==> config.mk <==
export PLATFORM = sky130hd
export DESIGN_NAME = cobs_deframer_crc16_check
export DESIGN_NICKNAME = d
export VERILOG_FILES = /design/src/cobs_dfr_pkg.sv /design/src/cobs_dfr_ctrl.sv /design/src/cobs_dfr_dp.sv /design/src/cobs_deframer_crc16_check.sv
export SDC_FILE = /design/constraint.sdc
export NUM_CORES = 2
export LEC_CHECK = 0
export ABC_AREA = 1
export BUFFER_PORTS_ARGS = -buffer_cell sky130_fd_sc_hd__buf_2
export CAP_MARGIN = 10
export CORE_MARGIN = 2
export CORE_UTILIZATION = 63
export DETAILED_ROUTE_END_ITERATION = 8
export MAX_ROUTING_LAYER = met4
export PLACE_DENSITY = 0.77
export SLEW_MARGIN = 20
export SYNTH_ARGS = -nofsm -noshare
export SYNTH_HDL_FRONTEND = slang
export SYNTH_SLANG_ARGS = --single-unit
==> constraint.sdc <==
create_clock -name clk -period 15 [get_ports clk]
set_input_delay 3 -clock clk [delete_from_list [all_inputs] [get_ports clk]]
set_output_delay 3 -clock clk [all_outputs]
set_load 0.1 [all_outputs]
==> src/cobs_dfr_pkg.sv <==
// Shared types, status codes and the CRC-16 byte update for the COBS deframer.
// No dependencies; used by cobs_dfr_ctrl, cobs_dfr_dp and the top level.
`default_nettype none

package cobs_dfr_pkg;

  localparam int CAPACITY = 256;

  localparam logic [15:0] CRC_POLY = 16'h1021;
  localparam logic [15:0] CRC_MSB  = 16'h8000;
  localparam logic [15:0] CRC_INIT_RESET = 16'hFFFF;
  localparam logic [7:0]  CODE_FULL = 8'hFF;

  localparam logic [2:0] ST_STORED = 3'd0;
  localparam logic [2:0] ST_OVF    = 3'd1;
  localparam logic [2:0] ST_EMPTY  = 3'd2;
  localparam logic [2:0] ST_MALF   = 3'd3;
  localparam logic [2:0] ST_CRCERR = 3'd4;
  localparam logic [2:0] ST_GOOD   = 3'd5;
  localparam logic [2:0] ST_READ   = 3'd6;

  typedef struct packed {
    logic       kind;
    logic [7:0] byte_in;
    logic [7:0] read_index;
  } in_t;

  typedef struct packed {
    logic [2:0]  status;
    logic [7:0]  frame_length;
    logic [7:0]  read_data;
    logic [15:0] malformed_count;
    logic [15:0] crc_error_count;
  } out_t;

  typedef enum logic [2:0] {
    OP_NONE,
    OP_ACCEPT,
    OP_READ,
    OP_CODE,
    OP_BLK,
    OP_DATA,
    OP_FIN
  } dp_op_t;

  typedef struct packed {
    logic is_read;
    logic decode_needed;
    logic code_bad;
    logic remain_nz;
    logic zero_need;
    logic more;
  } dp_st_t;

  function automatic logic [15:0] crc_byte(input logic [15:0] crc_in, input logic [7:0] b);
    logic [15:0] c;
    c = crc_in ^ {b, 8'h00};
    for (int i = 0; i < 8; i++) begin
      if ((c & CRC_MSB) != 16'h0000) begin
        c = {c[14:0], 1'b0} ^ CRC_POLY;
      end else begin
        c = {c[14:0], 1'b0};
      end
    end
    return c;
  endfunction

endpackage

`default_nettype wire

==> src/cobs_dfr_ctrl.sv <==
// Controller state machine for the COBS deframer: handshakes and datapath commands.
// Depends on cobs_dfr_pkg.
`default_nettype none

module cobs_dfr_ctrl (
  input  wire logic                 clk,
  input  wire logic                 rst_n,
  input  wire logic                 in_valid,
  output logic                      in_stall,
  output logic                      out_valid,
  input  wire logic                 out_stall,
  input  wire cobs_dfr_pkg::dp_st_t st,
  output cobs_dfr_pkg::dp_op_t      op
);

  typedef enum logic [2:0] {
    S_IDLE,
    S_RD,
    S_CODE,
    S_BLK,
    S_DATA,
    S_FIN
  } state_t;

  state_t state_r;
  state_t state_nxt;
  logic   out_valid_r;
  logic   out_valid_nxt;
  logic   accept;
  logic   res_load;

  assign in_stall  = !((state_r == S_IDLE) && (!out_valid_r || !out_stall));
  assign accept    = in_valid && !in_stall;
  assign out_valid = out_valid_r;

  always_comb begin
    op        = cobs_dfr_pkg::OP_NONE;
    state_nxt = state_r;
    res_load  = 1'b0;
    case (state_r)
      S_IDLE: begin
        if (accept) begin
          op = cobs_dfr_pkg::OP_ACCEPT;
          if (st.is_read) begin
            state_nxt = S_RD;
          end else if (st.decode_needed) begin
            state_nxt = S_BLK;
          end else begin
            res_load = 1'b1;
          end
        end
      end
      S_RD: begin
        op        = cobs_dfr_pkg::OP_READ;
        res_load  = 1'b1;
        state_nxt = S_IDLE;
      end
      S_CODE: begin
        op = cobs_dfr_pkg::OP_CODE;
        if (st.code_bad) begin
          res_load  = 1'b1;
          state_nxt = S_IDLE;
        end else begin
          state_nxt = S_BLK;
        end
      end
      S_BLK: begin
        op = cobs_dfr_pkg::OP_BLK;
        if (st.remain_nz) begin
          state_nxt = S_DATA;
        end else if (st.zero_need) begin
          state_nxt = S_BLK;
        end else if (st.more) begin
          state_nxt = S_CODE;
        end else begin
          state_nxt = S_FIN;
        end
      end
      S_DATA: begin
        op        = cobs_dfr_pkg::OP_DATA;
        state_nxt = S_BLK;
      end
      S_FIN: begin
        op        = cobs_dfr_pkg::OP_FIN;
        res_load  = 1'b1;
        state_nxt = S_IDLE;
      end
      default: begin
        state_nxt = S_IDLE;
      end
    endcase
  end

  always_comb begin
    if (res_load) begin
      out_valid_nxt = 1'b1;
    end else if (out_valid_r && !out_stall) begin
      out_valid_nxt = 1'b0;
    end else begin
      out_valid_nxt = out_valid_r;
    end
  end

  always_ff @(posedge clk) begin
    if (!rst_n) begin
      state_r     <= S_IDLE;
      out_valid_r <= 1'b0;
    end else begin
      state_r     <= state_nxt;
      out_valid_r <= out_valid_nxt;
    end
  end

endmodule

`default_nettype wire

==> src/cobs_dfr_dp.sv <==
// Datapath for the COBS deframer: frame store, in-place decode walk, CRC, counters.
// Depends on cobs_dfr_pkg; driven by cobs_dfr_ctrl.
`default_nettype none

module cobs_dfr_dp #(
  parameter int CAPACITY = cobs_dfr_pkg::CAPACITY
) (
  input  wire logic                 clk,
  input  wire logic                 rst_n,
  input  wire cobs_dfr_pkg::dp_op_t op,
  input  wire cobs_dfr_pkg::in_t    in_data,
  input  wire logic                 cfg_we,
  input  wire logic [15:0]          cfg_data,
  output cobs_dfr_pkg::dp_st_t      st,
  output cobs_dfr_pkg::out_t        out_data
);

  localparam int AW = $clog2(CAPACITY);
  localparam int CW = $clog2(CAPACITY + 1);
  localparam int SW = ((CW > 8) ? CW : 8) + 1;

  logic [7:0]    mem [CAPACITY];
  logic [7:0]    rdata_r;
  logic [CW-1:0] fill_r;
  logic          ovf_r;
  logic [CW-1:0] n_r;
  logic [CW-1:0] src_r;
  logic [CW-1:0] dst_r;
  logic [7:0]    remain_r;
  logic          code_ff_r;
  logic [15:0]   crc_r;
  logic [7:0]    h0_r;
  logic [7:0]    h1_r;
  logic          rd_ok_r;
  logic [7:0]    good_len_r;
  logic [7:0]    good_len_nxt;
  logic [15:0]   mal_r;
  logic [15:0]   mal_nxt;
  logic [15:0]   crce_r;
  logic [15:0]   crce_nxt;
  logic [15:0]   crc_init_r;
  cobs_dfr_pkg::out_t out_r;

  logic          is_delim;
  logic          is_data;
  logic          has_room;
  logic          rd_ok;
  logic          emit;
  logic [7:0]    emit_byte;
  logic          we;
  logic [AW-1:0] wa;
  logic [7:0]    wd;
  logic [AW-1:0] ra;
  logic          res_load;
  logic [2:0]    res_status;

  assign is_delim = !in_data.kind && (in_data.byte_in == 8'h00);
  assign is_data  = !in_data.kind && (in_data.byte_in != 8'h00);
  assign has_room = fill_r < CW'(CAPACITY);
  assign rd_ok    = SW'(in_data.read_index) < SW'(CAPACITY);

  assign st.is_read       = in_data.kind;
  assign st.decode_needed = is_delim && (fill_r != '0) && !ovf_r;
  assign st.code_bad      = (SW'(src_r) + SW'(rdata_r)) > SW'(n_r);
  assign st.more          = src_r < n_r;
  assign st.remain_nz     = remain_r != 8'h00;
  assign st.zero_need     = (remain_r == 8'h00) && !code_ff_r && st.more;

  assign emit      = (op == cobs_dfr_pkg::OP_DATA) ||
                     ((op == cobs_dfr_pkg::OP_BLK) && st.zero_need);
  assign emit_byte = (op == cobs_dfr_pkg::OP_DATA) ? rdata_r : 8'h00;

  always_comb begin
    if (op == cobs_dfr_pkg::OP_ACCEPT) begin
      we = is_data && has_room;
      wa = fill_r[AW-1:0];
      wd = in_data.byte_in;
      ra = AW'(in_data.read_index);
    end else begin
      we = emit;
      wa = dst_r[AW-1:0];
      wd = emit_byte;
      ra = src_r[AW-1:0];
    end
  end

  always_ff @(posedge clk) begin
    if (we) begin
      mem[wa] <= wd;
    end
    rdata_r <= mem[ra];
  end

  always_comb begin
    res_load     = 1'b0;
    res_status   = cobs_dfr_pkg::ST_STORED;
    mal_nxt      = mal_r;
    crce_nxt     = crce_r;
    good_len_nxt = good_len_r;
    case (op)
      cobs_dfr_pkg::OP_ACCEPT: begin
        if (is_data) begin
          res_load   = 1'b1;
          res_status = has_room ? cobs_dfr_pkg::ST_STORED : cobs_dfr_pkg::ST_OVF;
        end else if (is_delim) begin
          if (fill_r == '0) begin
            res_load   = 1'b1;
            res_status = cobs_dfr_pkg::ST_EMPTY;
          end else if (ovf_r) begin
            res_load   = 1'b1;
            res_status = cobs_dfr_pkg::ST_MALF;
            mal_nxt    = mal_r + 16'd1;
          end
        end
      end
      cobs_dfr_pkg::OP_READ: begin
        res_load   = 1'b1;
        res_status = cobs_dfr_pkg::ST_READ;
      end
      cobs_dfr_pkg::OP_CODE: begin
        if (st.code_bad) begin
          res_load   = 1'b1;
          res_status = cobs_dfr_pkg::ST_MALF;
          mal_nxt    = mal_r + 16'd1;
        end
      end
      cobs_dfr_pkg::OP_FIN: begin
        res_load = 1'b1;
        if (dst_r < CW'(3)) begin
          res_status = cobs_dfr_pkg::ST_MALF;
          mal_nxt    = mal_r + 16'd1;
        end else if (crc_r != {h0_r, h1_r}) begin
          res_status = cobs_dfr_pkg::ST_CRCERR;
          crce_nxt   = crce_r + 16'd1;
        end else begin
          res_status   = cobs_dfr_pkg::ST_GOOD;
          good_len_nxt = 8'(dst_r - CW'(2));
        end
      end
      default: begin
        res_load = 1'b0;
      end
    endcase
  end

  always_ff @(posedge clk) begin
    if (!rst_n) begin
      fill_r     <= '0;
      ovf_r      <= 1'b0;
      good_len_r <= 8'h00;
      mal_r      <= 16'h0000;
      crce_r     <= 16'h0000;
      crc_init_r <= cobs_dfr_pkg::CRC_INIT_RESET;
    end else begin
      good_len_r <= good_len_nxt;
      mal_r      <= mal_nxt;
      crce_r     <= crce_nxt;
      if (cfg_we) begin
        crc_init_r <= cfg_data;
      end
      if (op == cobs_dfr_pkg::OP_ACCEPT) begin
        if (is_data) begin
          if (has_room) begin
            fill_r <= fill_r + CW'(1);
          end else begin
            ovf_r <= 1'b1;
          end
        end else if (is_delim) begin
          fill_r <= '0;
          if (fill_r != '0) begin
            ovf_r <= 1'b0;
          end
        end
      end
    end
  end

  always_ff @(posedge clk) begin
    case (op)
      cobs_dfr_pkg::OP_ACCEPT: begin
        rd_ok_r <= rd_ok;
        if (st.decode_needed) begin
          n_r       <= fill_r;
          src_r     <= '0;
          dst_r     <= '0;
          remain_r  <= 8'h00;
          code_ff_r <= 1'b1;
          crc_r     <= crc_init_r;
        end
      end
      cobs_dfr_pkg::OP_CODE: begin
        remain_r  <= rdata_r - 8'd1;
        code_ff_r <= rdata_r == cobs_dfr_pkg::CODE_FULL;
        src_r     <= src_r + CW'(1);
      end
      cobs_dfr_pkg::OP_BLK: begin
        if (st.zero_need) begin
          code_ff_r <= 1'b1;
        end
      end
      cobs_dfr_pkg::OP_DATA: begin
        src_r    <= src_r + CW'(1);
        remain_r <= remain_r - 8'd1;
      end
      default: begin
        rd_ok_r <= rd_ok_r;
      end
    endcase
    if (emit) begin
      dst_r <= dst_r + CW'(1);
      h0_r  <= emit_byte;
      h1_r  <= h0_r;
      if (dst_r >= CW'(2)) begin
        crc_r <= cobs_dfr_pkg::crc_byte(crc_r, h1_r);
      end
    end
    if (res_load) begin
      out_r.status          <= res_status;
      out_r.frame_length    <= good_len_nxt;
      out_r.read_data       <= ((op == cobs_dfr_pkg::OP_READ) && rd_ok_r) ? rdata_r : 8'h00;
      out_r.malformed_count <= mal_nxt;
      out_r.crc_error_count <= crce_nxt;
    end
  end

  assign out_data = out_r;

endmodule

`default_nettype wire

==> src/cobs_deframer_crc16_check.sv <==
// A stored byte, an empty or overflowed delimiter: result in the cycle after the request.
// A store read: the memory read is registered, then the result is registered in S_RD.
// A frame delimiter walks the store in place, reading and writing it at once: each code byte
// uses S_CODE, S_BLK; a data byte S_DATA, S_BLK; an inserted zero S_BLK. One request at a time.
// Reset: counters, fill count, overflow flag and frame length clear; crc_init returns to 0xFFFF;
// the frame store is undefined until written.
`default_nettype none

module cobs_deframer_crc16_check #(
  parameter int CAPACITY = cobs_dfr_pkg::CAPACITY
) (
  input  wire logic               clk,
  input  wire logic               rst_n,
  input  wire logic               in_valid,
  output logic                    in_stall,
  input  wire cobs_dfr_pkg::in_t  in_data,
  output logic                    out_valid,
  input  wire logic               out_stall,
  output cobs_dfr_pkg::out_t      out_data,
  input  wire logic               cfg_valid,
  output logic                    cfg_ready,
  input  wire logic [15:0]        cfg_data
);

  cobs_dfr_pkg::dp_op_t op;
  cobs_dfr_pkg::dp_st_t st;

  assign cfg_ready = 1'b1;

  cobs_dfr_ctrl u_ctrl (
    .clk       (clk),
    .rst_n     (rst_n),
    .in_valid  (in_valid),
    .in_stall  (in_stall),
    .out_valid (out_valid),
    .out_stall (out_stall),
    .st        (st),
    .op        (op)
  );

  cobs_dfr_dp #(
    .CAPACITY (CAPACITY)
  ) u_dp (
    .clk      (clk),
    .rst_n    (rst_n),
    .op       (op),
    .in_data  (in_data),
    .cfg_we   (cfg_valid && cfg_ready),
    .cfg_data (cfg_data),
    .st       (st),
    .out_data (out_data)
  );

endmodule

`default_nettype wire
* After elaboration in Yosys (flattened, before gate mapping)
Memories as Yosys holds them, arrays and structs flattened. A register that Yosys moved wholly into a read port is not among the register bits.
Cells that the tools add are included.
** Storage, ports and cells
- Bits in registers :: 189
- Latch bits :: 0
- Bits in writable memories :: 2048
- ROM bits :: 0
- Input bits :: 38
- Output and inout port bits :: 54
- Word-level logic and storage cells :: 202
- Memories :: 1
** Cells by class
- Add/sub/neg operators :: 9
- Multipliers :: 0
- Div/mod/pow operators :: 0
- Magnitude comparators :: 5
- Equality and inequality tests :: 19
- Shifts and indexed selects :: 0
- Muxes and demuxes :: 93
- Bitwise gates (word level) :: 9
- Reductions and logical operators :: 45
** Memory list
- u_dp.mem :: depth 256, width 8, read ports 1, clocked after Yosys merged registers in 1, write ports 1, RTL line cobs_dfr_dp.sv:22 : logic [7:0] mem [CAPACITY];
** Operators with widths (count)
- 16-bit two-way mux :: 27
- 13-bit two-way mux :: 8
- 8-bit two-way mux :: 8
- 9-bit two-way mux :: 6
- 16-bit one-hot mux with 3 select lines :: 1
- 16-bit by 1-bit adder with 16-bit output (second input constant) :: 2
- 3-bit two-way mux :: 10
- 9-bit by 1-bit adder with 9-bit output (second input constant) :: 3
- 3-bit NOT :: 8
- 3-bit one-hot mux with 4 select lines :: 2
- 8-bit one-hot mux with 3 select lines :: 1
- 1-bit two-way mux :: 22
- 3-bit one-hot mux with 6 select lines :: 1
- 9-bit one-hot mux with 2 select lines :: 1
- 8-bit logical NOT :: 2
- 16-bit != test :: 1
- 8-bit nonzero test :: 2
- 8-bit by 1-bit subtractor with 8-bit output (second input constant) :: 2
- 16-bit XOR :: 1
- 3-bit equality test (second input constant) :: 5
- 3-bit by 2-bit equality test with 1-bit output (second input constant) :: 4
- 2-bit nonzero test :: 6
- 1-bit logical AND :: 11
- 9-bit by 8-bit adder with 10-bit output :: 1
- 23 further kinds :: 45

* Logic depth before layout (Yosys ltp)
- Depth after elaboration :: 38
- Mapped depth :: 26
- Depth with buffers taken out :: 26

* Cells and area by module
A second synthesis with hierarchy kept.
** Unflattened totals
- Cells, all modules :: 9459
- Area, all modules :: 98274.3 um^2
** By module, submodules not included
- cobs_dfr_dp :: times used 1, cells each 9407, area an instance 97922.7 um^2, sequential area each 66393.7 um^2
- cobs_dfr_ctrl :: times used 1, cells each 50, area an instance 340.3 um^2, sequential area each 80.1 um^2
- cobs_deframer_crc16_check :: times used 1, cells each 2, area an instance 11.3 um^2, sequential area each 0.0 um^2

* Worst setup path after synthesis
No wires, ideal clock.
- Path kind :: input to register
- Start point :: input out_stall
- End point :: memory u_dp.mem[0][0], data pin
- Library setup time :: 1.584 ns
- Arrival time :: 10.811 ns
- Required time :: 13.416 ns
- Path slack :: 2.605 ns
- Stages :: 6
- Path buffers :: 3
- Path through :: nand2_1 > nand4_4 > buf_6 > buf_2 > buf_1 > o22ai_1
** Between the ends
- Word-level cells in the longest chain between the ends :: 9
- Elaborated cells on any way between the ends :: 10
- Those cells by class :: eq/ne: 2; mux: 4; reduce/logical: 4
** Ends and longest elaborated chain
- start, declared :: RTL line cobs_deframer_crc16_check.sv:18 : input wire logic out_stall,
- 1-bit logical NOT (*) :: RTL line cobs_dfr_ctrl.sv:32 : assign in_stall = !((state_r == S_IDLE) && (!out_valid_r || !out_stall));
- 1-bit logical OR (*) :: RTL line cobs_dfr_ctrl.sv:32
- 1-bit logical AND (*) :: RTL line cobs_dfr_ctrl.sv:32
- 1-bit logical AND (*) :: RTL line cobs_dfr_ctrl.sv:33 : assign accept = in_valid && !in_stall;
- 1-bit two-way mux (*) :: RTL line cobs_dfr_ctrl.sv:42 : if (accept) begin
- 3-bit one-hot mux with 6 select lines (*) :: RTL line cobs_dfr_ctrl.sv:40 : case (state_r)
- 3-bit equality test :: RTL line cobs_dfr_dp.sv:71 : assign emit_byte = (op == cobs_dfr_pkg::OP_DATA) ? rdata_r : 8'h00;
- 8-bit two-way mux :: RTL line cobs_dfr_dp.sv:71
- 8-bit two-way mux (*) :: RTL line cobs_dfr_dp.sv:74 : if (op == cobs_dfr_pkg::OP_ACCEPT) begin
- net u_dp.wd[0] :: RTL line cobs_dfr_dp.sv:52 : logic [7:0] wd;
- end, declared :: RTL line cobs_dfr_dp.sv:22
Mark *: on every way through the listed nets, which the timed path passes. The rest lies on a longest branch.

* Final worst setup path
- Start point :: input out_stall
- End point :: register u_dp.rdata_r[0], read port of u_dp.mem
** Between the ends
- Word-level cells in the longest chain between the ends :: 8
** Ends and longest elaborated chain
- 1-bit logical NOT :: RTL line cobs_dfr_ctrl.sv:32
- 1-bit logical OR :: RTL line cobs_dfr_ctrl.sv:32
- 1-bit logical AND :: RTL line cobs_dfr_ctrl.sv:32
- 1-bit logical AND :: RTL line cobs_dfr_ctrl.sv:33
- 1-bit two-way mux :: RTL line cobs_dfr_ctrl.sv:42
- 3-bit one-hot mux with 6 select lines :: RTL line cobs_dfr_ctrl.sv:40
- 3-bit by 1-bit equality test with 1-bit output :: RTL line cobs_dfr_dp.sv:74
- 8-bit two-way mux :: RTL line cobs_dfr_dp.sv:74
- end, declared :: RTL line cobs_dfr_dp.sv:23 : logic [7:0] rdata_r;
No other way between the ends.
A chain may end at the register's enable or synchronous reset.

==> impl_metrics.toml <==
[routing]
avgViaCountPerCell = 5.901
ant_nets = 0
vias = 70380
drt_iter0_drc = 11000
wl_per_cell_um = 22.20
firstDrtPassIters = 8
wl_mm = 264.7
drc = 0

[setup_path]
cp_common_cell = "nand3_1"
path_cells = "buf_2, nand2_1, nand4_4, buf_4, nand2_4, nand2_8, buf_4, buf_4, nand2_1, nand2_1, nand2_1, nand3_1, nand3_1, nand3_1, nand3_1, nand3_1, nand3_1, nand2_1"
max_stage_delay_ps = 860
cpLargestDelayFamily = "simple AND/OR/NAND/NOR gates"
critPathKind = "in -> reg"
crit_slowest_cell = "nand2_8"
cp_num_buf_inv = 4
cp-start-kind = "input pin"
cp_max_fo = 157
worstPathRequired_ps = 15800
end_kind = "flip-flop"
cp.arrival_ps = 8520

[grt]
grt_usage_pct = 33.57
use_met3_pct = 7.417
grtUsageMet2_pct = 50.59
grt.met1_usage_pct = 44.27
antenna_found_initial = 7
grt_overflow = 0
grt_max_degree = 212
grt_pass1_vias = 67280
grt_pass1_wl_mm = 399.9
busiest_layer = "met2"

[synth]
syn-num-nets = 9875
ys_seq_area_share_pct = 66.96
async_flop_share_pct = 0
synth.largest_area_cell = "edfxtp_1"
yosys_warnings = 0
syn_area_um2 = 99270
synth.most_common_cell = "nand2_1"
synth-edff-count = 2151
synth_common_cells = "2635 x nand2_1, 2151 x edfxtp_1, 1815 x nand3_1"
ys_seq_elements = 2245
syn_area_per_cell_um2 = 10.13
ys_types = 51
synth_area_leaders = "edfxtp_1 65%, nand2_1 10%, nand3_1 9.2%, inv_1 6.5%, dfxtp_1 1.9%"
synth-main-ff-cell = "edfxtp_1"
yosysTopAreaCellShare_pct = 65.07
synthCells = 9800

[layout]
final_nets = 9751
fill_cells = 11080
syn2layout_area_growth_pct = 8.425
drive_above_1_share_pct = 5.255
seqCellArea_um2 = 66470
multi_input_area_um2 = 23990
stdcell_count = 11930

[timing]
max_freq_mhz = 129.5
finalHoldViolCount = 0
drv_slew = 0
fin_tns_setup_ps = 0
slew_headroom_pct = 20.43
fin_crit_sh_pct = 51.49
setup_viol = 0
rsz0062_at_grt = "false"
setup_ws_ps = 7276
final.setup_skew_ps = 34.93
period_needed_ps = 7724
worst_pin_slew_ps = 1194

[clock_network]
cts_made_buffers = 219
htreeDepth = 4
cts_resized = 0
insertion_delay_ps = 870
hold_buffers = 0
cts-root-buf = "clkbuf_16"
cts_tree = "built"
path_clk_slew_ps = 60
clockBufferDepth = 3
numClockSinks = 2245
post_cts_buffers = 0

[power]
irDropWorstVdd_uv = 151.6
pwr-share-comb_pct = 24.2
clkPwrFrac_pct = 32.1
power_frac_seq_pct = 43.7
p_sw_uw = 5522
switching_share_pct = 33.28
power_density_nw_per_um2 = 154.1
p_int_uw = 11070
power_uw = 16590
p_leak_uw = 0.04476

[floorplanning]
rows = 145
start_util_pct = 63.48
core_um2 = 156400
die_h_um = 401.0
die_area_um2 = 160800
io_pins = 92
fp.dieW_um = 401.0

[run]
drv_cap = 0

[placement]
post-place-ws_ps = 6597
gp_congestion = 0.9217
dp_cells = 11510
port_buffers = 90
post-dp-hpwl_mm = 147.9

[hold_path]
worstHoldPathType = "reg -> reg"

[outcome]
outcome = "finished, final reports clean"
## worst reg2reg max path, delay by kind of cell, from the launching register on
kind | cells | cell delay (ps)
simple gates | 15 | 3620
flops | 1 | 360
buf+inv | 2 | 1830
## metrics by stage
stage               instance area, um^2  hold WS, ps  utilization (%)
floorplan                         99270        421.4                -
global placement                 100800        439.2            64.43
detailed placement               100800        440.1            64.43
CTS                              107600        454.9            68.81
global route                     107600        487.0            68.82
finish                           107600        454.2            68.83
## state kept, by name (all words and copies together), names as in the netlist
register / cells
u_dp.mem: 2048
u_ctrl.state_r: 3
u_dp.src_r: 9
u_dp.good_len_r: 8
u_dp.ovf_r: 1
u_dp.fill_r: 9
u_ctrl.out_valid: 1
u_dp.out_data: 51
u_dp.mal_r: 16
u_dp.h1_r: 8
u_dp.crc_r: 16
u_dp.n_r: 9
u_dp.remain_r: 8
u_dp.h0_r: 8
u_dp.crc_init_r: 16
u_dp.rdata_r: 8
u_dp.code_ff_r: 1
u_dp.crce_r: 16
u_dp.dst_r: 9
## cell type report
cell class	instances	share of cell area (%)
flip-flops and latches	2245	61.76
multi-input cells	5317	22.29
inverters	1727	6.047
clock buffers	275	5.440
well taps	2058	2.392
repair buffers	166	1.123
clock inverters	128	0.9288
diodes	9	0.02092
## placed cells by master, fill, tap and decap left out, types with 9 or more instances in the layout
cell,n
xor2_1,35
dfxtp_1,94
buf_4,61
nand3_1,1815
xnor2_1,31
clkbuf_16,223
diode_2,9
nor3_1,29
inv_1,1719
nand2_1,2626
o21ai_0,127
ha_1,36
nand4_1,23
nor2_1,375
a21oi_1,48
nand2_2,9
or2_2,20
o21ai_1,9
clkinv_2,30
buf_2,90
o211ai_1,68
clkinv_1,72
buf_12,15
bufinv_16,13
clkbuf_1,44
edfxtp_1,2151
## routing by layer
metal	vias to the layer above	wire, um
met5	-	0
met4	0	11490
met3	725	32640
met2	4612	122700
met1	33280	97880
li1	31760	-
## final timing paths
| path | start | endpoint | slack, ps | depth (start not counted) |
|---|---|---|---|---|
| worst max-delay path | out_stall | u_dp.rdata_r[0] | 7280 | 18 |
| worst min register to register | u_dp.crc_init_r[2] | u_dp.crc_init_r[2] | 450 | 2 |
| worst min-delay path | u_dp.crc_init_r[2] | u_dp.crc_init_r[2] | 450 | 2 |
| worst max register to register | u_ctrl.state_r[0] | u_dp.rdata_r[0] | 9120 | 17 |
## cells by family after synthesis
kind of cell	synth area share [%]
XOR/XNOR	0.5823
flip-flops	66.96
buffers and inverters	9.090
multiplexers	0.03025
AO/OA/AOI/OAI	1.695
AND/OR/NAND/NOR	21.16
adder cells (fa/ha/maj)	0.4739
other	0.003777
## power groups by stage
| stage | clock, uW | combinational, uW | sequential (uW) |
|---|---|---|---|
| after global routing | 5570 | 4280 | 7260 |
| after detailed placement | 0 | 3880 | 7380 |
| after floorplan | 0 | 2380 | 7770 |
| after global placement | 0 | 3810 | 7380 |
| after CTS | 5330 | 3910 | 7250 |
| final | 5320 | 4010 | 7250 |
No activity file was read; power rests on OpenSTA's default activity.
